--- src/design/rce_pkg.sv ---
// Shared types, constants and calendar tables for the RTC to epoch-seconds converter.
package rce_pkg;

  localparam int unsigned NumStages = 6;

  typedef struct packed {
    logic [NumStages-1:0] vld;
    logic [NumStages-1:0] en;
  } pipe_ctl_t;

  // Reciprocal multipliers for exact division of narrow values by constants.
  localparam int unsigned Div60Mul   = 137;
  localparam int unsigned Div60Shift = 13;
  localparam int unsigned Div12Mul   = 171;
  localparam int unsigned Div12Shift = 11;
  localparam int unsigned Div24Mul   = 171;
  localparam int unsigned Div24Shift = 12;
  localparam int unsigned Div100Mul   = 5243;
  localparam int unsigned Div100Shift = 19;

  localparam int unsigned SecPerMin  = 60;
  localparam int unsigned MinPerHour = 60;
  localparam int unsigned HourPerDay = 24;
  localparam int unsigned MonPerYear = 12;
  localparam int unsigned SecPerHour = 3600;
  localparam int unsigned SecPerDay  = 86400;
  localparam int unsigned DayPerYear = 365;
  localparam int unsigned YearsPerCentury = 100;
  localparam int unsigned EpochYear  = 1970;
  localparam int unsigned BaseYear   = 1900;
  localparam int unsigned LeapDayFeb = 29;
  localparam logic [3:0]  MonFeb     = 4'd1;
  localparam logic [37:0] EpochMax   = '1;

  function automatic logic [4:0] month_len(input logic [3:0] mon);
    logic [4:0] len;
    unique case (mon)
      4'd1:                      len = 5'd28;
      4'd3, 4'd5, 4'd8, 4'd10:   len = 5'd30;
      default:                   len = 5'd31;
    endcase
    return len;
  endfunction

  function automatic logic [8:0] month_start(input logic [3:0] mon);
    logic [8:0] start;
    unique case (mon)
      4'd0:    start = 9'd0;
      4'd1:    start = 9'd31;
      4'd2:    start = 9'd59;
      4'd3:    start = 9'd90;
      4'd4:    start = 9'd120;
      4'd5:    start = 9'd151;
      4'd6:    start = 9'd181;
      4'd7:    start = 9'd212;
      4'd8:    start = 9'd243;
      4'd9:    start = 9'd273;
      4'd10:   start = 9'd304;
      4'd11:   start = 9'd334;
      default: start = 9'd0;
    endcase
    return start;
  endfunction

endpackage

--- src/design/rce_if.sv ---
// Beat interfaces for the RTC reading input and the converted time output.
interface rce_in_if;
  logic       valid;
  logic       ready;
  logic [6:0] rtc_second;
  logic [6:0] rtc_minute;
  logic [6:0] rtc_hour;
  logic [6:0] rtc_day;
  logic [6:0] rtc_month;
  logic [6:0] rtc_year_low;
  logic [6:0] rtc_century;
  logic [2:0] rtc_weekday;

  modport source (
    output valid, rtc_second, rtc_minute, rtc_hour, rtc_day, rtc_month,
           rtc_year_low, rtc_century, rtc_weekday,
    input  ready
  );
  modport sink (
    input  valid, rtc_second, rtc_minute, rtc_hour, rtc_day, rtc_month,
           rtc_year_low, rtc_century, rtc_weekday,
    output ready
  );
endinterface

interface rce_out_if;
  logic               valid;
  logic               ready;
  logic [5:0]         norm_second;
  logic [5:0]         norm_minute;
  logic [4:0]         norm_hour;
  logic [4:0]         norm_day;
  logic [3:0]         month_index;
  logic signed [14:0] year_since_1900;
  logic [2:0]         weekday_index;
  logic [8:0]         day_of_year;
  logic [37:0]        epoch_seconds;
  logic               before_epoch;

  modport source (
    output valid, norm_second, norm_minute, norm_hour, norm_day, month_index,
           year_since_1900, weekday_index, day_of_year, epoch_seconds, before_epoch,
    input  ready
  );
  modport sink (
    input  valid, norm_second, norm_minute, norm_hour, norm_day, month_index,
           year_since_1900, weekday_index, day_of_year, epoch_seconds, before_epoch,
    output ready
  );
endinterface

--- src/design/rce_pipe_ctl.sv ---
// Valid bits and per-stage load enables for the conversion pipeline.
module rce_pipe_ctl (
  input  logic               clk_i,
  input  logic               rst_ni,
  input  logic               in_valid_i,
  input  logic               out_ready_i,
  output logic               in_ready_o,
  output rce_pkg::pipe_ctl_t ctl_o
);

  logic [rce_pkg::NumStages-1:0] vld_q, vld_d, en;

  // A stage loads when it is empty or the stage after it moves on, so bubbles collapse.
  always_comb begin
    en[rce_pkg::NumStages-1] = !vld_q[rce_pkg::NumStages-1] || out_ready_i;
    for (int k = rce_pkg::NumStages - 2; k >= 0; k--) begin
      en[k] = !vld_q[k] || en[k+1];
    end
    vld_d[0] = en[0] ? in_valid_i : vld_q[0];
    for (int k = 1; k < rce_pkg::NumStages; k++) begin
      vld_d[k] = en[k] ? vld_q[k-1] : vld_q[k];
    end
  end

  always_ff @(posedge clk_i or negedge rst_ni) begin
    if (!rst_ni) begin
      vld_q <= '0;
    end else begin
      vld_q <= vld_d;
    end
  end

  assign in_ready_o = en[0];
  assign ctl_o.vld  = vld_q;
  assign ctl_o.en   = en;

endmodule

--- src/design/rtc_calendar_to_epoch_seconds.sv ---
// Top level: pipelined conversion of an RTC reading to normalized time and epoch seconds.
//
//   Channel  Dir  Beat content
//   in_i     in   rtc second, minute, hour, day, month, year low, century, weekday
//   out_o    out  normalized time, month, year - 1900, weekday, day of year, epoch seconds
//
// Six register stages; reset clears only the stage valid bits.
// A new reading is taken every cycle unless every stage is full and the output stalls;
// the 22 x 17 bit day-to-seconds multiply sets the depth of the fifth stage.
// A stall at the output holds the last full stage; earlier stages keep filling
// empty slots, so input ready drops only when every stage holds a beat.
module rtc_calendar_to_epoch_seconds (
  input  logic      clk_i,
  input  logic      rst_ni,
  rce_in_if.sink    in_i,
  rce_out_if.source out_o
);

  rce_pkg::pipe_ctl_t ctl;

  rce_pipe_ctl u_ctl (
    .clk_i       (clk_i),
    .rst_ni      (rst_ni),
    .in_valid_i  (in_i.valid),
    .out_ready_i (out_o.ready),
    .in_ready_o  (in_i.ready),
    .ctl_o       (ctl)
  );

  // Stage 1: second carry, month carry, full year, weekday.
  logic [14:0] sec_prod, mon_prod;
  logic [1:0]  sec_car;
  logic [6:0]  mon0;
  logic [3:0]  mon_car;
  logic [5:0]  s1_sec_d, s1_sec_q;
  logic [7:0]  s1_min_d, s1_min_q;
  logic [6:0]  s1_hour_q, s1_day_q;
  logic [3:0]  s1_mon_d, s1_mon_q;
  logic [13:0] s1_year_d, s1_year_q;
  logic [2:0]  s1_wdi_d, s1_wdi_q;

  always_comb begin
    sec_prod = 15'(in_i.rtc_second) * 15'(rce_pkg::Div60Mul);
    sec_car  = 2'(sec_prod >> rce_pkg::Div60Shift);
    s1_sec_d = 6'(in_i.rtc_second - 7'(sec_car) * 7'(rce_pkg::SecPerMin));
    s1_min_d = 8'(in_i.rtc_minute) + 8'(sec_car);
    mon0     = (in_i.rtc_month == '0) ? '0 : in_i.rtc_month - 7'd1;
    mon_prod = 15'(mon0) * 15'(rce_pkg::Div12Mul);
    mon_car  = 4'(mon_prod >> rce_pkg::Div12Shift);
    s1_mon_d = 4'(mon0 - 7'(mon_car) * 7'(rce_pkg::MonPerYear));
    s1_year_d = 14'(in_i.rtc_century) * 14'(rce_pkg::YearsPerCentury)
              + 14'(in_i.rtc_year_low) + 14'(mon_car);
    s1_wdi_d = (in_i.rtc_weekday == '0) ? 3'd6 : in_i.rtc_weekday - 3'd1;
  end

  always_ff @(posedge clk_i) begin
    if (ctl.en[0]) begin
      s1_sec_q  <= s1_sec_d;
      s1_min_q  <= s1_min_d;
      s1_hour_q <= in_i.rtc_hour;
      s1_day_q  <= in_i.rtc_day;
      s1_mon_q  <= s1_mon_d;
      s1_year_q <= s1_year_d;
      s1_wdi_q  <= s1_wdi_d;
    end
  end

  // Stage 2: minute carry, year / 100 for the leap test, century term of the epoch.
  logic [15:0] min_prod;
  logic [1:0]  min_car;
  logic [26:0] yr_prod, x69_prod;
  logic [13:0] x69;
  logic [5:0]  s2_sec_q, s2_min_d, s2_min_q;
  logic [7:0]  s2_hour_d, s2_hour_q;
  logic [6:0]  s2_day_q;
  logic [3:0]  s2_mon_q;
  logic [13:0] s2_year_q;
  logic [7:0]  s2_q100_d, s2_q100_q, s2_q69_d, s2_q69_q;
  logic        s2_before_d, s2_before_q;
  logic [2:0]  s2_wdi_q;

  always_comb begin
    min_prod  = 16'(s1_min_q) * 16'(rce_pkg::Div60Mul);
    min_car   = 2'(min_prod >> rce_pkg::Div60Shift);
    s2_min_d  = 6'(s1_min_q - 8'(min_car) * 8'(rce_pkg::MinPerHour));
    s2_hour_d = 8'(s1_hour_q) + 8'(min_car);
    yr_prod   = 27'(s1_year_q) * 27'(rce_pkg::Div100Mul);
    s2_q100_d = 8'(yr_prod >> rce_pkg::Div100Shift);
    // (y + 69) with y = year - 1970; the value is only used when the year is not early.
    x69       = s1_year_q - 14'(rce_pkg::EpochYear - 69);
    x69_prod  = 27'(x69) * 27'(rce_pkg::Div100Mul);
    s2_q69_d  = 8'(x69_prod >> rce_pkg::Div100Shift);
    s2_before_d = s1_year_q < 14'(rce_pkg::EpochYear);
  end

  always_ff @(posedge clk_i) begin
    if (ctl.en[1]) begin
      s2_sec_q    <= s1_sec_q;
      s2_min_q    <= s2_min_d;
      s2_hour_q   <= s2_hour_d;
      s2_day_q    <= s1_day_q;
      s2_mon_q    <= s1_mon_q;
      s2_year_q   <= s1_year_q;
      s2_q100_q   <= s2_q100_d;
      s2_q69_q    <= s2_q69_d;
      s2_before_q <= s2_before_d;
      s2_wdi_q    <= s1_wdi_q;
    end
  end

  // Stage 3: hour carry into the day, leap year, days before the year.
  logic [15:0] hr_prod;
  logic [2:0]  hr_car;
  logic [6:0]  r100;
  logic [13:0] yrs;
  logic [5:0]  s3_sec_q, s3_min_q;
  logic [4:0]  s3_hour_d, s3_hour_q;
  logic [7:0]  s3_day_d, s3_day_q;
  logic [3:0]  s3_mon_q;
  logic [13:0] s3_year_q;
  logic        s3_leap_d, s3_leap_q, s3_before_q;
  logic [2:0]  s3_wdi_q;
  logic [21:0] s3_dpart_d, s3_dpart_q;

  always_comb begin
    hr_prod   = 16'(s2_hour_q) * 16'(rce_pkg::Div24Mul);
    hr_car    = 3'(hr_prod >> rce_pkg::Div24Shift);
    s3_hour_d = 5'(s2_hour_q - 8'(hr_car) * 8'(rce_pkg::HourPerDay));
    s3_day_d  = 8'(s2_day_q) + 8'(hr_car);
    r100      = 7'(s2_year_q - 14'(s2_q100_q) * 14'(rce_pkg::YearsPerCentury));
    s3_leap_d = (s2_year_q[1:0] == 2'b00 && r100 != '0)
             || (r100 == '0 && s2_q100_q[1:0] == 2'b00);
    yrs       = s2_year_q - 14'(rce_pkg::EpochYear);
    // The 400-year term is ((y + 69) / 100 + 3) / 4.
    s3_dpart_d = 22'(yrs) * 22'(rce_pkg::DayPerYear) + 22'((yrs + 14'd1) >> 2)
               - 22'(s2_q69_q) + 22'((9'(s2_q69_q) + 9'd3) >> 2);
  end

  always_ff @(posedge clk_i) begin
    if (ctl.en[2]) begin
      s3_sec_q    <= s2_sec_q;
      s3_min_q    <= s2_min_q;
      s3_hour_q   <= s3_hour_d;
      s3_day_q    <= s3_day_d;
      s3_mon_q    <= s2_mon_q;
      s3_year_q   <= s2_year_q;
      s3_leap_q   <= s3_leap_d;
      s3_before_q <= s2_before_q;
      s3_wdi_q    <= s2_wdi_q;
      s3_dpart_q  <= s3_dpart_d;
    end
  end

  // Stage 4: clamp the day to the month length, day of year, seconds into the day.
  logic [7:0]  day2;
  logic [4:0]  mlen;
  logic [5:0]  s4_sec_q, s4_min_q;
  logic [4:0]  s4_hour_q, s4_day_d, s4_day_q;
  logic [3:0]  s4_mon_q;
  logic [13:0] s4_year_q;
  logic        s4_before_q;
  logic [2:0]  s4_wdi_q;
  logic [21:0] s4_dpart_q;
  logic [8:0]  s4_yday_d, s4_yday_q;
  logic [16:0] s4_tod_d, s4_tod_q;

  always_comb begin
    day2 = (s3_day_q == '0) ? 8'd1 : s3_day_q;
    mlen = (s3_mon_q == rce_pkg::MonFeb && s3_leap_q) ? 5'(rce_pkg::LeapDayFeb)
                                                    : rce_pkg::month_len(s3_mon_q);
    s4_day_d  = (day2 > 8'(mlen)) ? mlen : 5'(day2);
    s4_yday_d = rce_pkg::month_start(s3_mon_q) + 9'(s4_day_d) - 9'd1
              + 9'((s3_mon_q > rce_pkg::MonFeb) && s3_leap_q);
    s4_tod_d  = 17'(s3_hour_q) * 17'(rce_pkg::SecPerHour)
              + 17'(s3_min_q) * 17'(rce_pkg::SecPerMin) + 17'(s3_sec_q);
  end

  always_ff @(posedge clk_i) begin
    if (ctl.en[3]) begin
      s4_sec_q    <= s3_sec_q;
      s4_min_q    <= s3_min_q;
      s4_hour_q   <= s3_hour_q;
      s4_day_q    <= s4_day_d;
      s4_mon_q    <= s3_mon_q;
      s4_year_q   <= s3_year_q;
      s4_before_q <= s3_before_q;
      s4_wdi_q    <= s3_wdi_q;
      s4_dpart_q  <= s3_dpart_q;
      s4_yday_q   <= s4_yday_d;
      s4_tod_q    <= s4_tod_d;
    end
  end

  // Stage 5: whole days times seconds per day.
  logic [21:0] days;
  logic [5:0]  s5_sec_q, s5_min_q;
  logic [4:0]  s5_hour_q, s5_day_q;
  logic [3:0]  s5_mon_q;
  logic [13:0] s5_year_q;
  logic        s5_before_q;
  logic [2:0]  s5_wdi_q;
  logic [8:0]  s5_yday_q;
  logic [16:0] s5_tod_q;
  logic [38:0] s5_prod_d, s5_prod_q;

  always_comb begin
    days      = s4_dpart_q + 22'(s4_yday_q);
    s5_prod_d = 39'(days) * 39'(rce_pkg::SecPerDay);
  end

  always_ff @(posedge clk_i) begin
    if (ctl.en[4]) begin
      s5_sec_q    <= s4_sec_q;
      s5_min_q    <= s4_min_q;
      s5_hour_q   <= s4_hour_q;
      s5_day_q    <= s4_day_q;
      s5_mon_q    <= s4_mon_q;
      s5_year_q   <= s4_year_q;
      s5_before_q <= s4_before_q;
      s5_wdi_q    <= s4_wdi_q;
      s5_yday_q   <= s4_yday_q;
      s5_tod_q    <= s4_tod_q;
      s5_prod_q   <= s5_prod_d;
    end
  end

  // Stage 6: final sum with saturation, zero for early years, output register.
  logic [39:0] sum;
  logic [37:0] out_epoch_d, out_epoch_q;
  logic [14:0] out_ysig_d, out_ysig_q;
  logic [5:0]  out_sec_q, out_min_q;
  logic [4:0]  out_hour_q, out_day_q;
  logic [3:0]  out_mon_q;
  logic [2:0]  out_wdi_q;
  logic [8:0]  out_yday_q;
  logic        out_before_q;

  always_comb begin
    sum = 40'(s5_prod_q) + 40'(s5_tod_q);
    if (s5_before_q) begin
      out_epoch_d = '0;
    end else if (sum > 40'(rce_pkg::EpochMax)) begin
      out_epoch_d = rce_pkg::EpochMax;
    end else begin
      out_epoch_d = 38'(sum);
    end
    out_ysig_d = 15'(s5_year_q) - 15'(rce_pkg::BaseYear);
  end

  always_ff @(posedge clk_i) begin
    if (ctl.en[5]) begin
      out_sec_q    <= s5_sec_q;
      out_min_q    <= s5_min_q;
      out_hour_q   <= s5_hour_q;
      out_day_q    <= s5_day_q;
      out_mon_q    <= s5_mon_q;
      out_ysig_q   <= out_ysig_d;
      out_wdi_q    <= s5_wdi_q;
      out_yday_q   <= s5_yday_q;
      out_epoch_q  <= out_epoch_d;
      out_before_q <= s5_before_q;
    end
  end

  assign out_o.valid           = ctl.vld[rce_pkg::NumStages-1];
  assign out_o.norm_second     = out_sec_q;
  assign out_o.norm_minute     = out_min_q;
  assign out_o.norm_hour       = out_hour_q;
  assign out_o.norm_day        = out_day_q;
  assign out_o.month_index     = out_mon_q;
  assign out_o.year_since_1900 = $signed(out_ysig_q);
  assign out_o.weekday_index   = out_wdi_q;
  assign out_o.day_of_year     = out_yday_q;
  assign out_o.epoch_seconds   = out_epoch_q;
  assign out_o.before_epoch    = out_before_q;

  a_early_year_zero: assert property (@(posedge clk_i) disable iff (!rst_ni)
    (out_o.valid && out_o.before_epoch) |-> (out_o.epoch_seconds == '0))
    else $error("early year beat carries nonzero epoch seconds");

  a_flag_matches_year: assert property (@(posedge clk_i) disable iff (!rst_ni)
    out_o.valid |-> (out_o.before_epoch == (out_o.year_since_1900 < 15'sd70)))
    else $error("before_epoch disagrees with year_since_1900");

  a_day_ranges: assert property (@(posedge clk_i) disable iff (!rst_ni)
    out_o.valid |-> (out_o.norm_day != '0 && out_o.day_of_year <= 9'd365))
    else $error("day of month or day of year out of range");

  a_full_stall: assert property (@(posedge clk_i) disable iff (!rst_ni)
    ((&ctl.vld) && !out_o.ready) |-> !in_i.ready)
    else $error("input taken while every stage is full and stalled");

endmodule
--- src/flat_wrapper.sv ---
// flat-port wrapper written by rule: the top's interface ports become plain ports
module rtc_calendar_to_epoch_seconds_flat 
  (clk_i, rst_ni, in_i_valid, in_i_rtc_second, in_i_rtc_minute, in_i_rtc_hour, in_i_rtc_day, in_i_rtc_month, in_i_rtc_year_low, in_i_rtc_century, in_i_rtc_weekday, in_i_ready, out_o_valid, out_o_norm_second, out_o_norm_minute, out_o_norm_hour, out_o_norm_day, out_o_month_index, out_o_year_since_1900, out_o_weekday_index, out_o_day_of_year, out_o_epoch_seconds, out_o_before_epoch, out_o_ready);
  rce_in_if in_i_i ();
  rce_out_if out_o_i ();
  input  logic clk_i;
  input  logic rst_ni;
  input wire logic [$bits(in_i_i.valid)-1:0] in_i_valid;
  input wire logic [$bits(in_i_i.rtc_second)-1:0] in_i_rtc_second;
  input wire logic [$bits(in_i_i.rtc_minute)-1:0] in_i_rtc_minute;
  input wire logic [$bits(in_i_i.rtc_hour)-1:0] in_i_rtc_hour;
  input wire logic [$bits(in_i_i.rtc_day)-1:0] in_i_rtc_day;
  input wire logic [$bits(in_i_i.rtc_month)-1:0] in_i_rtc_month;
  input wire logic [$bits(in_i_i.rtc_year_low)-1:0] in_i_rtc_year_low;
  input wire logic [$bits(in_i_i.rtc_century)-1:0] in_i_rtc_century;
  input wire logic [$bits(in_i_i.rtc_weekday)-1:0] in_i_rtc_weekday;
  output wire logic [$bits(in_i_i.ready)-1:0] in_i_ready;
  output wire logic [$bits(out_o_i.valid)-1:0] out_o_valid;
  output wire logic [$bits(out_o_i.norm_second)-1:0] out_o_norm_second;
  output wire logic [$bits(out_o_i.norm_minute)-1:0] out_o_norm_minute;
  output wire logic [$bits(out_o_i.norm_hour)-1:0] out_o_norm_hour;
  output wire logic [$bits(out_o_i.norm_day)-1:0] out_o_norm_day;
  output wire logic [$bits(out_o_i.month_index)-1:0] out_o_month_index;
  output wire logic [$bits(out_o_i.year_since_1900)-1:0] out_o_year_since_1900;
  output wire logic [$bits(out_o_i.weekday_index)-1:0] out_o_weekday_index;
  output wire logic [$bits(out_o_i.day_of_year)-1:0] out_o_day_of_year;
  output wire logic [$bits(out_o_i.epoch_seconds)-1:0] out_o_epoch_seconds;
  output wire logic [$bits(out_o_i.before_epoch)-1:0] out_o_before_epoch;
  input wire logic [$bits(out_o_i.ready)-1:0] out_o_ready;
  assign in_i_i.valid = in_i_valid;
  assign in_i_i.rtc_second = in_i_rtc_second;
  assign in_i_i.rtc_minute = in_i_rtc_minute;
  assign in_i_i.rtc_hour = in_i_rtc_hour;
  assign in_i_i.rtc_day = in_i_rtc_day;
  assign in_i_i.rtc_month = in_i_rtc_month;
  assign in_i_i.rtc_year_low = in_i_rtc_year_low;
  assign in_i_i.rtc_century = in_i_rtc_century;
  assign in_i_i.rtc_weekday = in_i_rtc_weekday;
  assign in_i_ready = in_i_i.ready;
  assign out_o_valid = out_o_i.valid;
  assign out_o_norm_second = out_o_i.norm_second;
  assign out_o_norm_minute = out_o_i.norm_minute;
  assign out_o_norm_hour = out_o_i.norm_hour;
  assign out_o_norm_day = out_o_i.norm_day;
  assign out_o_month_index = out_o_i.month_index;
  assign out_o_year_since_1900 = out_o_i.year_since_1900;
  assign out_o_weekday_index = out_o_i.weekday_index;
  assign out_o_day_of_year = out_o_i.day_of_year;
  assign out_o_epoch_seconds = out_o_i.epoch_seconds;
  assign out_o_before_epoch = out_o_i.before_epoch;
  assign out_o_i.ready = out_o_ready;
  rtc_calendar_to_epoch_seconds u_core (.clk_i(clk_i), .rst_ni(rst_ni), .in_i(in_i_i), .out_o(out_o_i));
endmodule
--- config.mk ---
export PLATFORM = sky130hd
export DESIGN_NAME = rtc_calendar_to_epoch_seconds_flat
export DESIGN_NICKNAME = d
export VERILOG_FILES = /design/src/design/rce_pkg.sv /design/src/design/rce_if.sv /design/src/design/rce_pipe_ctl.sv /design/src/design/rtc_calendar_to_epoch_seconds.sv /design/src/flat_wrapper.sv
export SDC_FILE = /design/constraint.sdc
export NUM_CORES = 2
export LEC_CHECK = 0
export ABC_AREA = 1
export ABC_CLOCK_PERIOD_IN_PS = 6100
export BUFFER_PORTS_ARGS = -buffer_cell sky130_fd_sc_hd__buf_2
export CAP_MARGIN = 15
export CORE_UTILIZATION = 58
export CTS_CLUSTER_SIZE = 12
export DETAILED_ROUTE_END_ITERATION = 6
export PLACE_DENSITY = 0.78
export SLEW_MARGIN = 0
export SYNTH_ARGS = -nofsm -noshare
export SYNTH_HDL_FRONTEND = slang
export SYNTH_SLANG_ARGS = --single-unit
--- constraint.sdc ---
create_clock -name clk_i -period 6.1 [get_ports clk_i]
set_input_delay 0.305 -clock clk_i [delete_from_list [all_inputs] [get_ports clk_i]]
set_output_delay 0.305 -clock clk_i [all_outputs]
set_load 0.1 [all_outputs]
==> results.toml <==
[placement]
place.port_buffers = 149
dp_slack_ns = -0.121
place_congestion = 0.931
place_inst = 5353
dpl.hpwl_mm = 72.1

[worst_setup_path]
rr_worst_depth = 27
cpPeakStageDelay_ns = 0.54
cp_num_buf_inv = 6
end_kind = "flop"
cp.required_ns = 6.55
worst_setup_path_start_kind = "flop"
crit_type = "flop to flop"
critPathMaxFanout = 5
slowest_stage = "fa_1"
critPathTopFamily = "adder cells"
worstPathArrival_ns = 6.21
cpMostUsedCell = "inv_1"
cp.depth = 27

[detailed_routing]
drt_pass1_iterations = 6
wl_mm = 88.2
vias = 28800
ant_nets = 0
via_per_inst = 5.26
drt_iter0_markers = 1800
drt-wirelength-per-cell_um = 16.1
drc = 0

[cells_and_area]
num-fill-cells = 5446
finalNetCount = 5499
antenna_cells = 0
layout.cells.non_filler = 5471
area.sequential_um2 = 14200
multi_input_area_um2 = 23300
drive_gt1_share_pct = 8.30
syn_to_final_growth_pct = 10.6

[timing]
finClkSkew_ns = 0.0387
setup_viol = 0
fin_ws_ns = 0.340
worst-slew-pin-transition_ns = 1.10
slew_headroom_pct = 26.7
fin_crit_ns = 5.76
finalHoldViolCount = 0
fin_setup_tns_ns = 0
slew_viol_final = 0
max_freq_mhz = 174
fin_crit_sh_pct = 94.4
rsz0062_at_grt = "no"

[floorplan]
ios = 150
start_util_pct = 58.8
die-area_um2 = 72200
die_h_um = 269
die_w_um = 269
rows = 97
coreArea_um2 = 70100

[synth]
synth-edff-count = 463
synth_top_area_share_pct = 33.7
async_flop_share_pct = 1.26
synth_largest_area_cell = "edfxtp_1"
synthTopCellsByArea = "edfxtp_1, ha_1, fa_1, inv_1, nand2_1"
ys_seq_area_share_pct = 34.5
synth.most_common_cell = "inv_1"
syn_area_um2 = 41200
synth_common_cells = "inv_1, nand2_1, ha_1, edfxtp_1, fa_1"
syn_inst = 4216
avgSynthCellArea_um2 = 9.78
ys_ff_latch = 478
syn-num-nets = 5222
synth_warnings = 0
synth_cell_type_count = 48
synth-main-ff-cell = "edfxtp_1"

[global_route]
overflow = 0
use_met1_pct = 32.1
grt-busiest-layer = "met2"
grt_max_degree = 76
use_met2_pct = 44.9
grt_pass1_wl_mm = 144
grt_use_total_pct = 25.2
grt_pass1_vias = 29300
grtUsageMet3_pct = 2.83
antenna_found_initial = 5

[run_status]
status = "complete, no violations"

[clocking]
h-tree-depth = 2
clock-root-buffer = "clkbuf_16"
cts.sinks = 478
cts_inserted_buffers = 52
cts_tree = "built"
clockBufferDepth = 3
clk_latency_ns = 0.63
clk_pin_slew_ns = 0.06

[worst_hold_path]
hp-class = "input pin to flop"
hold_depth = 2

[run]
maxCapViolCount = 0
## registers in the layout (all words and copies together), names as in the netlist, 15 cells and up, named ones only
name / flops
u_core.out_o.epoch_seconds: 38
u_core.s3_dpart_q: 22
u_core.s5_tod_q: 17
u_core.s4_tod_q: 17
u_core.out_o.year_since_1900: 15
u_core.s5_prod_q: 32
u_core.s4_dpart_q: 22
## per-layer routing
metal	wire length (um)	vias to the layer above
li1	-	14200
met1	36900	13700
met2	44500	702
met3	4120	165
met4	2680	0
met5	0	-
## repair_timing
action | 4_1_cts | 5_1_grt
hold buffers | 22 | 0
endpoints found under the setup margin | 2 | 33
buffers inserted | 0 | 4
gates resized for setup | 1 | 40
pin swaps | 0 | 6
endpoints found under the hold margin | 27 | 0
## path summary, 6_finish.rpt
kind / slack (ns) / end / startpoint
setup / recovery: 0.34 / u_core.s5_prod_q[31]$_DFFE_PP_ / u_core.s4_yday_q[0]$_DFFE_PP_
hold / removal: 0.04 / u_core.s1_min_q[5]$_DFFE_PP_ / in_i_rtc_minute[5]
setup reg to reg: 0.34 / u_core.s5_prod_q[31]$_DFFE_PP_ / u_core.s4_yday_q[0]$_DFFE_PP_
hold reg to reg: 0.39 / u_core.s4_dpart_q[7]$_DFFE_PP_ / u_core.s3_dpart_q[7]$_DFFE_PN_
max in group asynchronous: 5.87 / u_core.u_ctl.vld_q[3]$_DFFE_PN0P_ / rst_ni
min in group asynchronous: 0.06 / u_core.u_ctl.vld_q[0]$_DFFE_PN0P_ / rst_ni
## cell families after synthesis
kind of cell    count (synthesis)  share of synthesized area [%]
fa+ha+maj                     950                           34.3
compound gates                336                           4.55
flops                         478                           34.5
buf+inv                      1012                           9.26
xor+xnor                      203                           4.33
simple gates                 1237                           13.0
## worst reg2reg max path: stages, from the launching register on
cell and delay, ns:
edfxtp_1 0.40, ha_2 0.22, fa_2 0.39, nand3_1 0.08, nand2_1 0.11, nand3_1 0.12, nand3_2 0.11, nand2_1 0.09
nor2_1 0.05, xnor2_1 0.22, inv_2 0.11, ha_1 0.31, fa_1 0.54, inv_1 0.05, fa_1 0.53, inv_1 0.04
ha_1 0.27, inv_1 0.06, fa_1 0.53, inv_1 0.05, ha_2 0.37, nand2_1 0.08, nor2_1 0.15, inv_1 0.09
nor2_1 0.16, nand4_1 0.14, nand3_1 0.11, xor2_1 0.20
## placed cells by master, fill, tap and decap left out, drive strengths merged, types with 9 or more instances in the layout
| cell | synthesis | final |
|---|---|---|
| nand3 | 162 | 162 |
| xor2 | 143 | 143 |
| a21o | 20 | 20 |
| buf | 7 | 214 |
| nand2 | 676 | 676 |
| ha | 648 | 648 |
| dfxtp | 9 | 9 |
| o21bai | 20 | 20 |
| inv | 999 | 1003 |
| nor2 | 225 | 225 |
| edfxtp | 463 | 463 |
| clkbuf | 6 | 73 |
| nor3 | 50 | 50 |
| nand4 | 77 | 77 |
| dlygate4sd3 | 0 | 22 |
| clkinv | 0 | 10 |
| nand3b | 16 | 16 |
| xnor2 | 60 | 60 |
| nor4 | 14 | 14 |
| o21ai | 87 | 87 |
| a21oi | 172 | 172 |
| fa | 302 | 302 |
## area by class of cell
cell class,count,area share (%)
clock inverters,19,0.601
multi-input cells,2726,51.1
repair buffers,236,3.19
inverters,999,8.24
clock buffers,73,3.05
well taps,940,2.58
flip-flops and latches,478,31.2
## stage by stage
step	hold slack [ns]	util (%)	cell area, um2
after floorplan	0.00941	-	41200
after detailed placement	0.151	62.1	43600
after global placement	0.150	62.1	43600
after CTS	0.000661	64.8	45400
after global routing	0.0220	65.0	45600
final	0.0445	65.0	45600
Power is not shown: default switching activity piles up to over one toggle a cycle in this logic, so the estimate is an artifact.
